**src/rtl/core/rrwt_pkg.sv**
```systemverilog
// Shared types and constants for the record request window tracker.
// No dependencies; every other file of the block refers to this package by scoped names.
package rrwt_pkg;

  localparam int TABLE_DEPTH_DEF = 1024;

  localparam int OPCODE_W = 3;
  localparam int REC_W    = 11;
  localparam int WIN_W    = 7;
  localparam int RETRY_W  = 8;
  localparam int STAMP_W  = 32;
  localparam int CFG_IDX_W  = 2;
  localparam int CFG_DATA_W = 11;

  localparam logic [OPCODE_W-1:0] OP_INIT    = 3'd0;
  localparam logic [OPCODE_W-1:0] OP_NEXT    = 3'd1;
  localparam logic [OPCODE_W-1:0] OP_RECV    = 3'd2;
  localparam logic [OPCODE_W-1:0] OP_TIMEOUT = 3'd3;
  localparam logic [OPCODE_W-1:0] OP_CLEAR   = 3'd4;

  localparam logic [CFG_IDX_W-1:0] CFG_RECORD_COUNT  = 2'd0;
  localparam logic [CFG_IDX_W-1:0] CFG_WINDOW_MAX    = 2'd1;
  localparam logic [CFG_IDX_W-1:0] CFG_PREREAD_COUNT = 2'd2;

  localparam logic [REC_W-1:0] RECORD_COUNT_RST  = 11'd1024;
  localparam logic [WIN_W-1:0] WINDOW_MAX_RST    = 7'd8;
  localparam logic [REC_W-1:0] PREREAD_COUNT_RST = 11'd0;

  localparam logic [STAMP_W-1:0] SLOT_NOT_SENT = 32'hFFFF_FFFF;
  localparam logic [STAMP_W-1:0] SLOT_RECEIVED = 32'hFFFF_FFFE;

  typedef enum logic [1:0] {
    RANGE_GAP    = 2'd0,
    RANGE_ALL    = 2'd1,
    RANGE_BOTTOM = 2'd2
  } scan_range_t;

  typedef struct packed {
    logic        accept;
    logic        init_start;
    logic        fill;
    logic        scan_setup;
    scan_range_t range;
    logic        scan;
    logic        scan_bottom;
    logic        req_new;
    logic        rcv_start;
    logic        rcv_mark;
    logic        timeout;
    logic        clear;
    logic        out_load;
  } rrwt_cmd_t;

  typedef struct packed {
    logic [OPCODE_W-1:0] op;
    logic                req_ok;
    logic                gap;
    logic                top_lt_last;
    logic                inited;
    logic                in_range;
    logic                fill_last;
    logic                scan_stop;
    logic                scan_done;
    logic                bottom_le_idx;
  } rrwt_sts_t;

endpackage

```
**src/rtl/core/rrwt_ctrl.sv**
```systemverilog
// Sequencing state machine of the tracker: decodes each transaction and steps the datapath.
// Depends on rrwt_pkg for the command and status structs and the opcodes.
module rrwt_ctrl (
  input  logic                clk,
  input  logic                rst,
  input  logic                in_valid,
  output logic                in_ready,
  output logic                out_valid,
  input  logic                out_ready,
  input  rrwt_pkg::rrwt_sts_t sts,
  output rrwt_pkg::rrwt_cmd_t cmd
);

  typedef enum logic [9:0] {
    S_IDLE     = 10'b00_0000_0001,
    S_DECODE   = 10'b00_0000_0010,
    S_FILL     = 10'b00_0000_0100,
    S_REQ_NEW  = 10'b00_0000_1000,
    S_REQ_ALT  = 10'b00_0001_0000,
    S_SCAN_GAP = 10'b00_0010_0000,
    S_SCAN_ALL = 10'b00_0100_0000,
    S_RCV_MARK = 10'b00_1000_0000,
    S_SCAN_BOT = 10'b01_0000_0000,
    S_FINISH   = 10'b10_0000_0000
  } state_t;

  state_t state, state_next;

  assign in_ready = (state == S_IDLE);

  always_comb begin
    cmd        = '0;
    state_next = state;
    unique case (state)
      S_IDLE: begin
        if (in_valid) begin
          cmd.accept = 1'b1;
          state_next = S_DECODE;
        end
      end
      S_DECODE: begin
        unique case (sts.op)
          rrwt_pkg::OP_INIT: begin
            cmd.init_start = 1'b1;
            state_next     = S_FILL;
          end
          rrwt_pkg::OP_NEXT: begin
            if (!sts.req_ok) begin
              state_next = S_FINISH;
            end else if (sts.gap) begin
              cmd.scan_setup = 1'b1;
              cmd.range      = rrwt_pkg::RANGE_GAP;
              state_next     = S_SCAN_GAP;
            end else if (sts.top_lt_last) begin
              state_next = S_REQ_NEW;
            end else begin
              cmd.scan_setup = 1'b1;
              cmd.range      = rrwt_pkg::RANGE_ALL;
              state_next     = S_SCAN_ALL;
            end
          end
          rrwt_pkg::OP_RECV: begin
            if (!sts.inited) begin
              state_next = S_FINISH;
            end else begin
              cmd.rcv_start = 1'b1;
              state_next    = sts.in_range ? S_RCV_MARK : S_FINISH;
            end
          end
          rrwt_pkg::OP_TIMEOUT: begin
            cmd.timeout = 1'b1;
            state_next  = S_FINISH;
          end
          rrwt_pkg::OP_CLEAR: begin
            cmd.clear  = 1'b1;
            state_next = S_FINISH;
          end
          default: state_next = S_FINISH;
        endcase
      end
      S_FILL: begin
        cmd.fill = 1'b1;
        if (sts.fill_last) state_next = S_FINISH;
      end
      S_REQ_NEW: begin
        cmd.req_new = 1'b1;
        state_next  = S_FINISH;
      end
      S_SCAN_GAP: begin
        cmd.scan = 1'b1;
        if (sts.scan_stop) state_next = S_FINISH;
        else if (sts.scan_done) state_next = S_REQ_ALT;
      end
      S_REQ_ALT: begin
        if (sts.top_lt_last) begin
          state_next = S_REQ_NEW;
        end else begin
          cmd.scan_setup = 1'b1;
          cmd.range      = rrwt_pkg::RANGE_ALL;
          state_next     = S_SCAN_ALL;
        end
      end
      S_SCAN_ALL: begin
        cmd.scan = 1'b1;
        if (sts.scan_stop || sts.scan_done) state_next = S_FINISH;
      end
      S_RCV_MARK: begin
        cmd.rcv_mark = 1'b1;
        if (sts.bottom_le_idx) begin
          cmd.scan_setup = 1'b1;
          cmd.range      = rrwt_pkg::RANGE_BOTTOM;
          state_next     = S_SCAN_BOT;
        end else begin
          state_next = S_FINISH;
        end
      end
      S_SCAN_BOT: begin
        cmd.scan        = 1'b1;
        cmd.scan_bottom = 1'b1;
        if (sts.scan_stop || sts.scan_done) state_next = S_FINISH;
      end
      S_FINISH: begin
        if (!out_valid || out_ready) begin
          cmd.out_load = 1'b1;
          state_next   = S_IDLE;
        end
      end
      default: state_next = S_IDLE;
    endcase
  end

  always_ff @(posedge clk) begin
    if (rst) begin
      state     <= S_IDLE;
      out_valid <= 1'b0;
    end else begin
      state <= state_next;
      if (cmd.out_load) out_valid <= 1'b1;
      else if (out_ready) out_valid <= 1'b0;
    end
  end

endmodule

```
**config.mk**
```make
export PLATFORM = sky130hd
export DESIGN_NAME = rrwt_ctrl
export DESIGN_NICKNAME = d
export VERILOG_FILES = /design/src/rtl/core/rrwt_pkg.sv /design/src/rtl/core/rrwt_ctrl.sv
export SDC_FILE = /design/constraint.sdc
export NUM_CORES = 1
export LEC_CHECK = 0
export BUFFER_PORTS_ARGS = -buffer_cell sky130_fd_sc_hd__buf_2
export CAP_MARGIN = 30
export CORE_MARGIN = 2
export CORE_UTILIZATION = 45
export CTS_CLUSTER_DIAMETER = 100
export CTS_CLUSTER_SIZE = 40
export DETAILED_ROUTE_END_ITERATION = 6
export GPL_ROUTABILITY_DRIVEN = 0
export MAX_ROUTING_LAYER = met4
export PLACE_DENSITY = 0.72
export SYNTH_ARGS = -nofsm -noshare
export SYNTH_HDL_FRONTEND = slang
export SYNTH_SLANG_ARGS = --single-unit
```
**constraint.sdc**
```tcl
create_clock -name clk -period 1.9 [get_ports clk]
set_input_delay 0.095 -clock clk [delete_from_list [all_inputs] [get_ports clk]]
set_output_delay 0.095 -clock clk [all_outputs]
set_load 0.01 [all_outputs]
```
-- Yosys cells after proc, flatten, opt, wreduce, memory -nomap -nowiden
Index checks and enable logic that the tools add are counted.
- reduce and logical (&&, ||, !) cells: 8
- equality and inequality tests: 19
- muxes and demuxes: 39
- operators with widths (cell ; number):
    $mux W10 ; 10
    $pmux W10 S9 ; 1
    $pmux W10 S3 ; 1
    $mux W1 ; 18
    $mux W3 ; 5
    $mux W7 ; 2
    $eq A10 B1 Y1 const B ; 1
    $eq A10 B10 Y1 const B ; 1
    $eq A10 B2 Y1 const B ; 1
    $eq A10 B3 Y1 const B ; 1
    $eq A10 B4 Y1 const B ; 1
    $eq A10 B5 Y1 const B ; 1
    $eq A10 B6 Y1 const B ; 1
    $eq A10 B7 Y1 const B ; 1
    $eq A10 B8 Y1 const B ; 1
    $eq A10 B9 Y1 const B ; 1
    $pmux W3 S3 ; 1
    $eq A3 B2 Y1 const B ; 2
    $ne A2 B2 Y1 const B ; 3
    $reduce_and A5 Y1 ; 1
    $eq A3 B1 Y1 const B ; 1
    $eq A3 B3 Y1 const B ; 1
    $logic_not A3 Y1 ; 1
    $ne A3 B3 Y1 const B ; 1
    other kinds (7) ; 8
- output and inout port bits: 16
- register bits after elaboration: 11
- input port bits: 16
- logic and storage cells: 68

-- Longest topological paths before layout
Gate-level depths: netlist (run 1).
- depth in word-level cells: 5
- mapped depth: 6
- mapped depth without buffers: 5

-- Least setup slack after synthesis (run 1)
Ideal clock, no wire load.
- path kind: register -> output
- start point: register state[6]
- end point: output port cmd[10] in the netlist's numbering
- arrival time: 1.519 ns
- cell stages (with the launch flop): 6
- path slack: 0.286 ns
- data required time: 1.805 ns
- path buffers: 0
- cells stage by stage: dfxtp_1 -> nor3_4 -> nand2_1 -> nor3b_1 -> nand2_1 -> o21ai_0
- RTL lines (element ; RTL line ; source):
    start, declared ; rrwt_ctrl.sv:27 ; state_t state, state_next;
    start signal, assigned ; rrwt_ctrl.sv:137 ; state <= state_next;
    end, declared ; rrwt_ctrl.sv:11 ; output rrwt_pkg::rrwt_cmd_t cmd

==> metrics.md, run 1 <==
| Metric | Value |
|---|---|
| CTS buffer count | 3 |
| Post-route ant nets | 0 |
| WL/cell | 14.0 um |
| Sink Count | 11 |
| Period utilization | 95.6% |
| Switching Fraction | 34.8% |
| Post-layout util | 64.8% |
| Placed cell count | 170 |
| Worst hold path class | primary input to flop |
| Setup crit start kind | flop |
| Post-synth ARST share | 0% |
| Via count | 1030 |
| Initial antenna violation count | 0 |
| Comb power frac | 29.5% |
| Outcome | complete, no violations |
| GR Util All Layers | 24.4% |
| Via/cell ratio | 5.82 |
| Ys Warns | 0 |
| Share of layout cells above drive strength 1 | 36.2% |
| Slew HR | 73.8% |
| Diode count | 0 |
| Pwr dens | 549 mW/mm^2 |
| First-pass GRT wire length | 3770 um |
| Pleak | 0.508 nW |
| Synth Register Bits | 11 |
| Most used DFF post-synth | dfxtp_1 |
| Max cap viols | 0 |
| Synth-to-layout area growth | 33.2% |
| I/O Buffers | 31 |
| Crit Path Max Fanout | 7 |
| Switching pwr | 0.218 mW |
| Synthesized area | 858 sq um |
| Post-DP Area | 0.00104 sq mm |
| WP data required | 1.80 ns |
| Final instance area | 0.00114 sq mm |
| # setup viols final | 0 |
| Post-Syn Instances | 115 |
| Crit path arrival time | 1.72 ns |
| Clock share of power | 27.6% |
| Die width | 47.7 um |
| Final Instance Count excl. Fillers | 177 |
| Chip Height | 47.7 um |
| Seq/Total Area, Yosys | 25.7% |
| Hold WS | 0.0584 ns |
| Unique masters post-synth | 41 |
| GRT overflow | 0 |
| Syn_area_per_cell | 7.46 sq um |
| Row count | 15 |
| Total power | 0.627 mW |
| Worst-path clk slew | 0.08 ns |
| Total die area | 0.00227 sq mm |
| Syn Nets | 131 |
| Root buf cell | clkbuf_4 |
| Post-synth EDFFs | 0 |
| Worst vdd ir | 0.000408 V |
| Pre-antenna DRT Iters | 4 |
| Slew of the pin with the lowest slew margin | 0.392 ns |
| Post-synth top area share | 25.7% |
| Top cells by area, synth | dfxtp_1 (26%), nor2b_1 (7.3%), nor3b_1 (5.2%) |
| DRT iter0 DRCs | 29 |
| Fin. Hold Viols | 0 |
| Internal | 0.409 mW |
| Setup CP Type | flop to output port |
| Fillers | 182 |
| Nets | 169 |
| Largest net degree at the start of global routing | 12 |
| Reg power frac | 42.9% |
| Detailed Place HPWL | 1800 um |
| Fmax | 551 MHz |
| Number of global-route vias before repair | 869 |
| Routed WL | 2470 um |
| DR DRC count | 0 |
| Worst setup EP type | output port |
| Initial core utilization | 48.7% |
| Minimum clock period | 1.82 ns |
| CTS H-tree depth | 1 |
| Core box area | 0.00176 sq mm |
| Setup Skew | 0.00948 ns |
| TritonCTS clock tree | done |
| Slew Limit Fails | 0 |
| Clock latency on the worst-skew pair | 0.28 ns |
| Synth cell count leaders | dfxtp_1 (11), nand2_1 (11), nor2_1 (10), nor2b_1 (10) |
| I/O Pins | 32 |
| CTS max path bufs | 2 |
| Cell taking the most area after synthesis | dfxtp_1 |
[layout by cell type (no fill, tap or decap), types with 2 or more instances in the layout]
cell type   n
xor2_1      2
nand3_1     3
nor3b_1     5
and3_1      3
dfxtp_1     7
buf_2      31
nor2_4      2
nor4b_1     2
and2_1      2
a21oi_2     2
dfxtp_2     4
buf_4       4
o21ai_0     4
nand2_1    10
nand3b_1    3
nor2b_1    10
a21oi_1     6
clkbuf_4    3
nor3_1      3
nand4_1     4
nor3_4      3
nor2_1      9
inv_1       5
o311ai_0    2
nor4_1      3
[path summary, 6_finish.rpt]
kind                   from        end  slack [ns]  cells after the start
hold reg to reg   out_valid  out_valid        0.54                      2
setup / recovery   state[4]    cmd[10]        0.08                      5
setup reg to reg   state[4]   state[0]        0.20                      6
hold / removal       sts[5]   state[7]        0.06                      3
[routing by layer]
layer | vias to the layer above | wire (um) | track usage, %
met5 | - | 0 | -
met4 | 0 | 48 | 8.11
met3 | 7 | 101 | 5.66
met2 | 29 | 1210 | 37.3
met1 | 492 | 1110 | 31.7
li1 | 502 | - | -
[cell families after synthesis]
kind of cell	Yosys count	share of synthesized area, %
xor gates and xnor gates	2	2.04
AOI/OAI and AO/OA	23	18.2
buffers and inverters	7	3.21
and+or+nand+nor	72	50.9
DFF	11	25.7
[cell type report]
type	instances	area [sq um]	area share, %
Clock buffer	4	26.3	2.30
Inverter	5	18.8	1.64
Multi-Input combinational cell	97	657	57.4
Sequential cell	11	225	19.7
Tap cell	25	31.3	2.74
Timing Repair Buffer	35	185	16.2
[power by group through the flow]
| stage | logic (mW) | clock network [mW] | registers (mW) |
|---|---|---|---|
| after floorplan | 0.120 | 0 | 0.255 |
| after global placement | 0.164 | 0 | 0.266 |
| after detailed placement | 0.165 | 0 | 0.267 |
| after CTS | 0.173 | 0.173 | 0.261 |
| after global routing | 0.202 | 0.182 | 0.271 |
| final | 0.185 | 0.173 | 0.269 |
[timing repair]
action | CTS | global route
hold buffers | 0 | 0
pin swaps | 1 | 4
endpoints found under the setup margin | 3 | 5
resized for setup | 4 | 9
setup buffers | 1 | 2
gates cloned | 0 | 0
[per-stage QoR]
| stage | setup slack [ns] | setup TNS (ns) |
|---|---|---|
| finish | 0.0837 | 0 |
| global placement | 0.264 | 0 |
| floorplan | 0.286 | 0 |
| global route | -0.00723 | -0.00723 |
| CTS | 0.00503 | 0 |
| detailed placement | 0.217 | 0 |
[registers in the layout, summed over array words and instances, names as in the netlist]
register,cells
out_valid,1
state,10
[worst max-delay path, stage by stage, from the launching register on]
cell,delay (ns)
dfxtp_1,0.43
or3_1,0.39
nor3b_2,0.21
nand2_1,0.14
o21ai_0,0.11
buf_2,0.16
(Power assumes the default switching activity.)
==> inputs of run 2 (changes only) <==
--- a/config.mk
+++ b/config.mk
@@ -5,16 +5,18 @@
 export SDC_FILE = /design/constraint.sdc
 export NUM_CORES = 1
 export LEC_CHECK = 0
-export BUFFER_PORTS_ARGS = -buffer_cell sky130_fd_sc_hd__buf_2
 export CAP_MARGIN = 30
 export CORE_MARGIN = 2
 export CORE_UTILIZATION = 45
 export CTS_CLUSTER_DIAMETER = 100
 export CTS_CLUSTER_SIZE = 40
 export DETAILED_ROUTE_END_ITERATION = 6
+export DONT_BUFFER_PORTS = 1
 export GPL_ROUTABILITY_DRIVEN = 0
 export MAX_ROUTING_LAYER = met4
-export PLACE_DENSITY = 0.72
+export PLACE_DENSITY = 0.58
+export SLEW_MARGIN = 20
 export SYNTH_ARGS = -nofsm -noshare
 export SYNTH_HDL_FRONTEND = slang
 export SYNTH_SLANG_ARGS = --single-unit
+export TNS_END_PERCENT = 100
==> run 2 against run 1 <==
Final cell count fell by 13%. Critical path depth shrank 1. Power down 7.5%. Highest routed layer unchanged.
==> metrics.md, run 2 (same netlist as run 1, synthesis figures left out) <==
| Metric | Value |
|---|---|
| CP startpoint | state[6] |
| WP buf/inv | 0 (-1) |
| Setup WS pre-CTS | 0.191 ns (-0.0258 ns) |
| CP endpoint | cmd[8] |
| Slew HR | 65.0% (-8.8 points) |
| Sink Count | 11 (unchanged) |
| Fillers | 185 (+1.6%) |
| Post-layout util | 58.8% (-6.0 points) |
| Chip Height | 47.7 um (unchanged) |
| Commonest non-fill, non-tap cells in the layout | nand2_1 (11), nor2_1 (10), nor2b_1 (10), dfxtp_1 (10), dlygate4sd3_1 (8) |
| Placed cell count | 140 (-18%) |
| Crit path arrival time | 1.70 ns (-0.02 ns) |
| R2R depth | 5 (-1) |
| Slew Limit Fails | 0 (unchanged) |
| Min-delay src | sts[11] |
| Slew of the pin with the lowest slew margin | 0.519 ns (+0.127 ns) |
| Row count | 15 (unchanged) |
| Synth-to-layout area growth | 20.8% |
| Detailed Place HPWL | 1640 um (-9.0%) |
| Worst r2r dst | state[9] |
| TritonCTS clock tree | done |
| Initial antenna violation count | 0 (unchanged) |
| WP data required | 1.80 ns (about the same) |
| DR DRC count | 0 (unchanged) |
| CTS max path bufs | 2 (unchanged) |
| Largest net degree at the start of global routing | 12 (unchanged) |
| Outcome | complete, no violations |
| Internal reg-to-reg setup slack | 0.16 ns (-0.04 ns) |
| Worst-path clk slew | 0.07 ns (about the same) |
| Die width | 47.7 um (unchanged) |
| Final Instance Count excl. Fillers | 154 (-13%) |
| Nets | 146 (-14%) |
| Worst hold path class | primary input to flop |
| Reg2reg start | state[8] |
| WL/cell | 14.4 um (+3.3%) |
| Largest registers | state x10, out_valid x1 |
| Fmax | 557 MHz (+1.1%) |
| CTS H-tree depth | 1 (unchanged) |
| Setup Skew | 0.00270 ns (-0.00678 ns) |
| Crit-path max cell delay | 0.38 ns (-0.05 ns) |
| Biggest register | state |
| Min setup slack post-route | 0.104 ns (+0.0205 ns) |
| Diode count | 0 (unchanged) |
| Total die area | 0.00227 sq mm (unchanged) |
| CTS buffer count | 3 (unchanged) |
| Number of global-route vias before repair | 856 (-1.5%) |
| # setup viols final | 0 (unchanged) |
| Crit Path Max Fanout | 6 (-1) |
| RSZ-0062 raised after global routing | true |
| Root buf cell | clkbuf_4 |
| Worst path slowest cell | dfxtp_1 |
| Worst setup EP type | output port |
| GRT overflow | 0 (unchanged) |
| Max FFs per register | 10 (unchanged) |
| Total power | 0.580 mW (-7.5%) |
| DRT iter0 DRCs | 27 (-6.9%) |
| Minimum clock period | 1.80 ns (-0.0205 ns) |
| CP cell instances | nor3_4, nand4_2, o31a_1, nor2_1 |
| Via/cell ratio | 5.92 (+1.7%) |
| Period utilization | 94.5% (-1.1 points) |
| I/O Buffers | 0 (-100%) |
| Share of layout cells above drive strength 1 | 15.5% (-21 points) |
| Via count | 911 (-12%) |
| Clock latency on the worst-skew pair | 0.27 ns (about the same) |
| Routed WL | 2220 um (-10%) |
| I/O Pins | 32 (unchanged) |
| Setup CP Type | flop to output port |
| Setup crit start kind | flop |
| Most common cell after layout, fill and taps aside | nand2_1 |
| Pre-antenna DRT Iters | 4 (unchanged) |
| Pleak | 0.391 nW (-23%) |
| Worst vdd ir | 0.000445 V (+9.1%) |
| Initial core utilization | 48.7% (unchanged) |
| Core box area | 0.00176 sq mm (unchanged) |
| GR Util All Layers | 22.4% (-2.0 points) |
| Hold WS | 0.0331 ns (-0.0253 ns) |
| WP depth | 4 (-1) |
| Max cap viols | 0 (unchanged) |
| Critical path's top delay family | simple AND/OR/NAND/NOR gates |
| First-pass GRT wire length | 3440 um (-8.6%) |
| Post-route ant nets | 0 (unchanged) |
| Fin. Hold Viols | 0 (unchanged) |
| Pwr dens | 559 mW/mm^2 (+1.9%) |
==> run 2: changes by cell type in the layout (fill, tap and decap cells not counted), sizes merged <==
cell	previous run	this run
dlygate4sd3	0	8
buf	35	4
==> run 2: worst min path at each step <==
| stage | endpoint | slack (ns) | cells past startpoint |
|---|---|---|---|
| after floorplan | state[1] | 0.17 | 1 |
| after global placement | state[8] | 0.17 | 1 |
| after detailed placement | state[2] | 0.17 | 1 |
| after CTS | state[2] | 0.03 | 3 |
| after global routing | state[6] | 0.04 | 2 |
| final | state[2] | 0.03 | 3 |
==> run 2: per-stage QoR <==
step                      area [sq um]  setup TNS [ns]
after global placement             896               0
final                             1040               0
after detailed placement           896               0
after CTS                         1010               0
after floorplan                    858               0
after global routing              1040        -0.00528
==> run 2: where the power goes <==
group	internal, mW	switching (mW)	leakage [nW]	total (mW)
clock	0.0814	0.0823	0.0150	0.164
combinational	0.0690	0.0832	0.286	0.152
sequential	0.242	0.0220	0.0894	0.264
==> run 2: worst min-delay path, cell delays in order <==
cell     delay, ns
nor2_1        0.04
nand2_1       0.07
a21oi_1       0.06
==> run 2: layer usage <==
layer  up-vias  track usage (%)  wire length (um)
met5         -                -                 0
met1       406             26.4               997
li1        457                -                 -
met4         0             9.73                52
met2        42             34.9              1020
met3         6             7.17               155
==> run 2: final cells by class <==
type | count | area, sq um | share of cell area (%)
Clock buffer | 4 | 26.3 | 2.53
Sequential cell | 11 | 221 | 21.4
Multi-Input combinational cell | 97 | 629 | 60.7
Tap cell | 25 | 31.3 | 3.02
Inverter | 5 | 18.8 | 1.81
Timing Repair Buffer | 12 | 110 | 10.6
==> run 2: repair_timing <==
action,in CTS,in global routing
hold buffers,8,0
resized for setup,1,5
endpoints found under the hold margin,11,0
endpoints found under the setup margin,1,4
buffers inserted,1,1
pin swaps,1,2
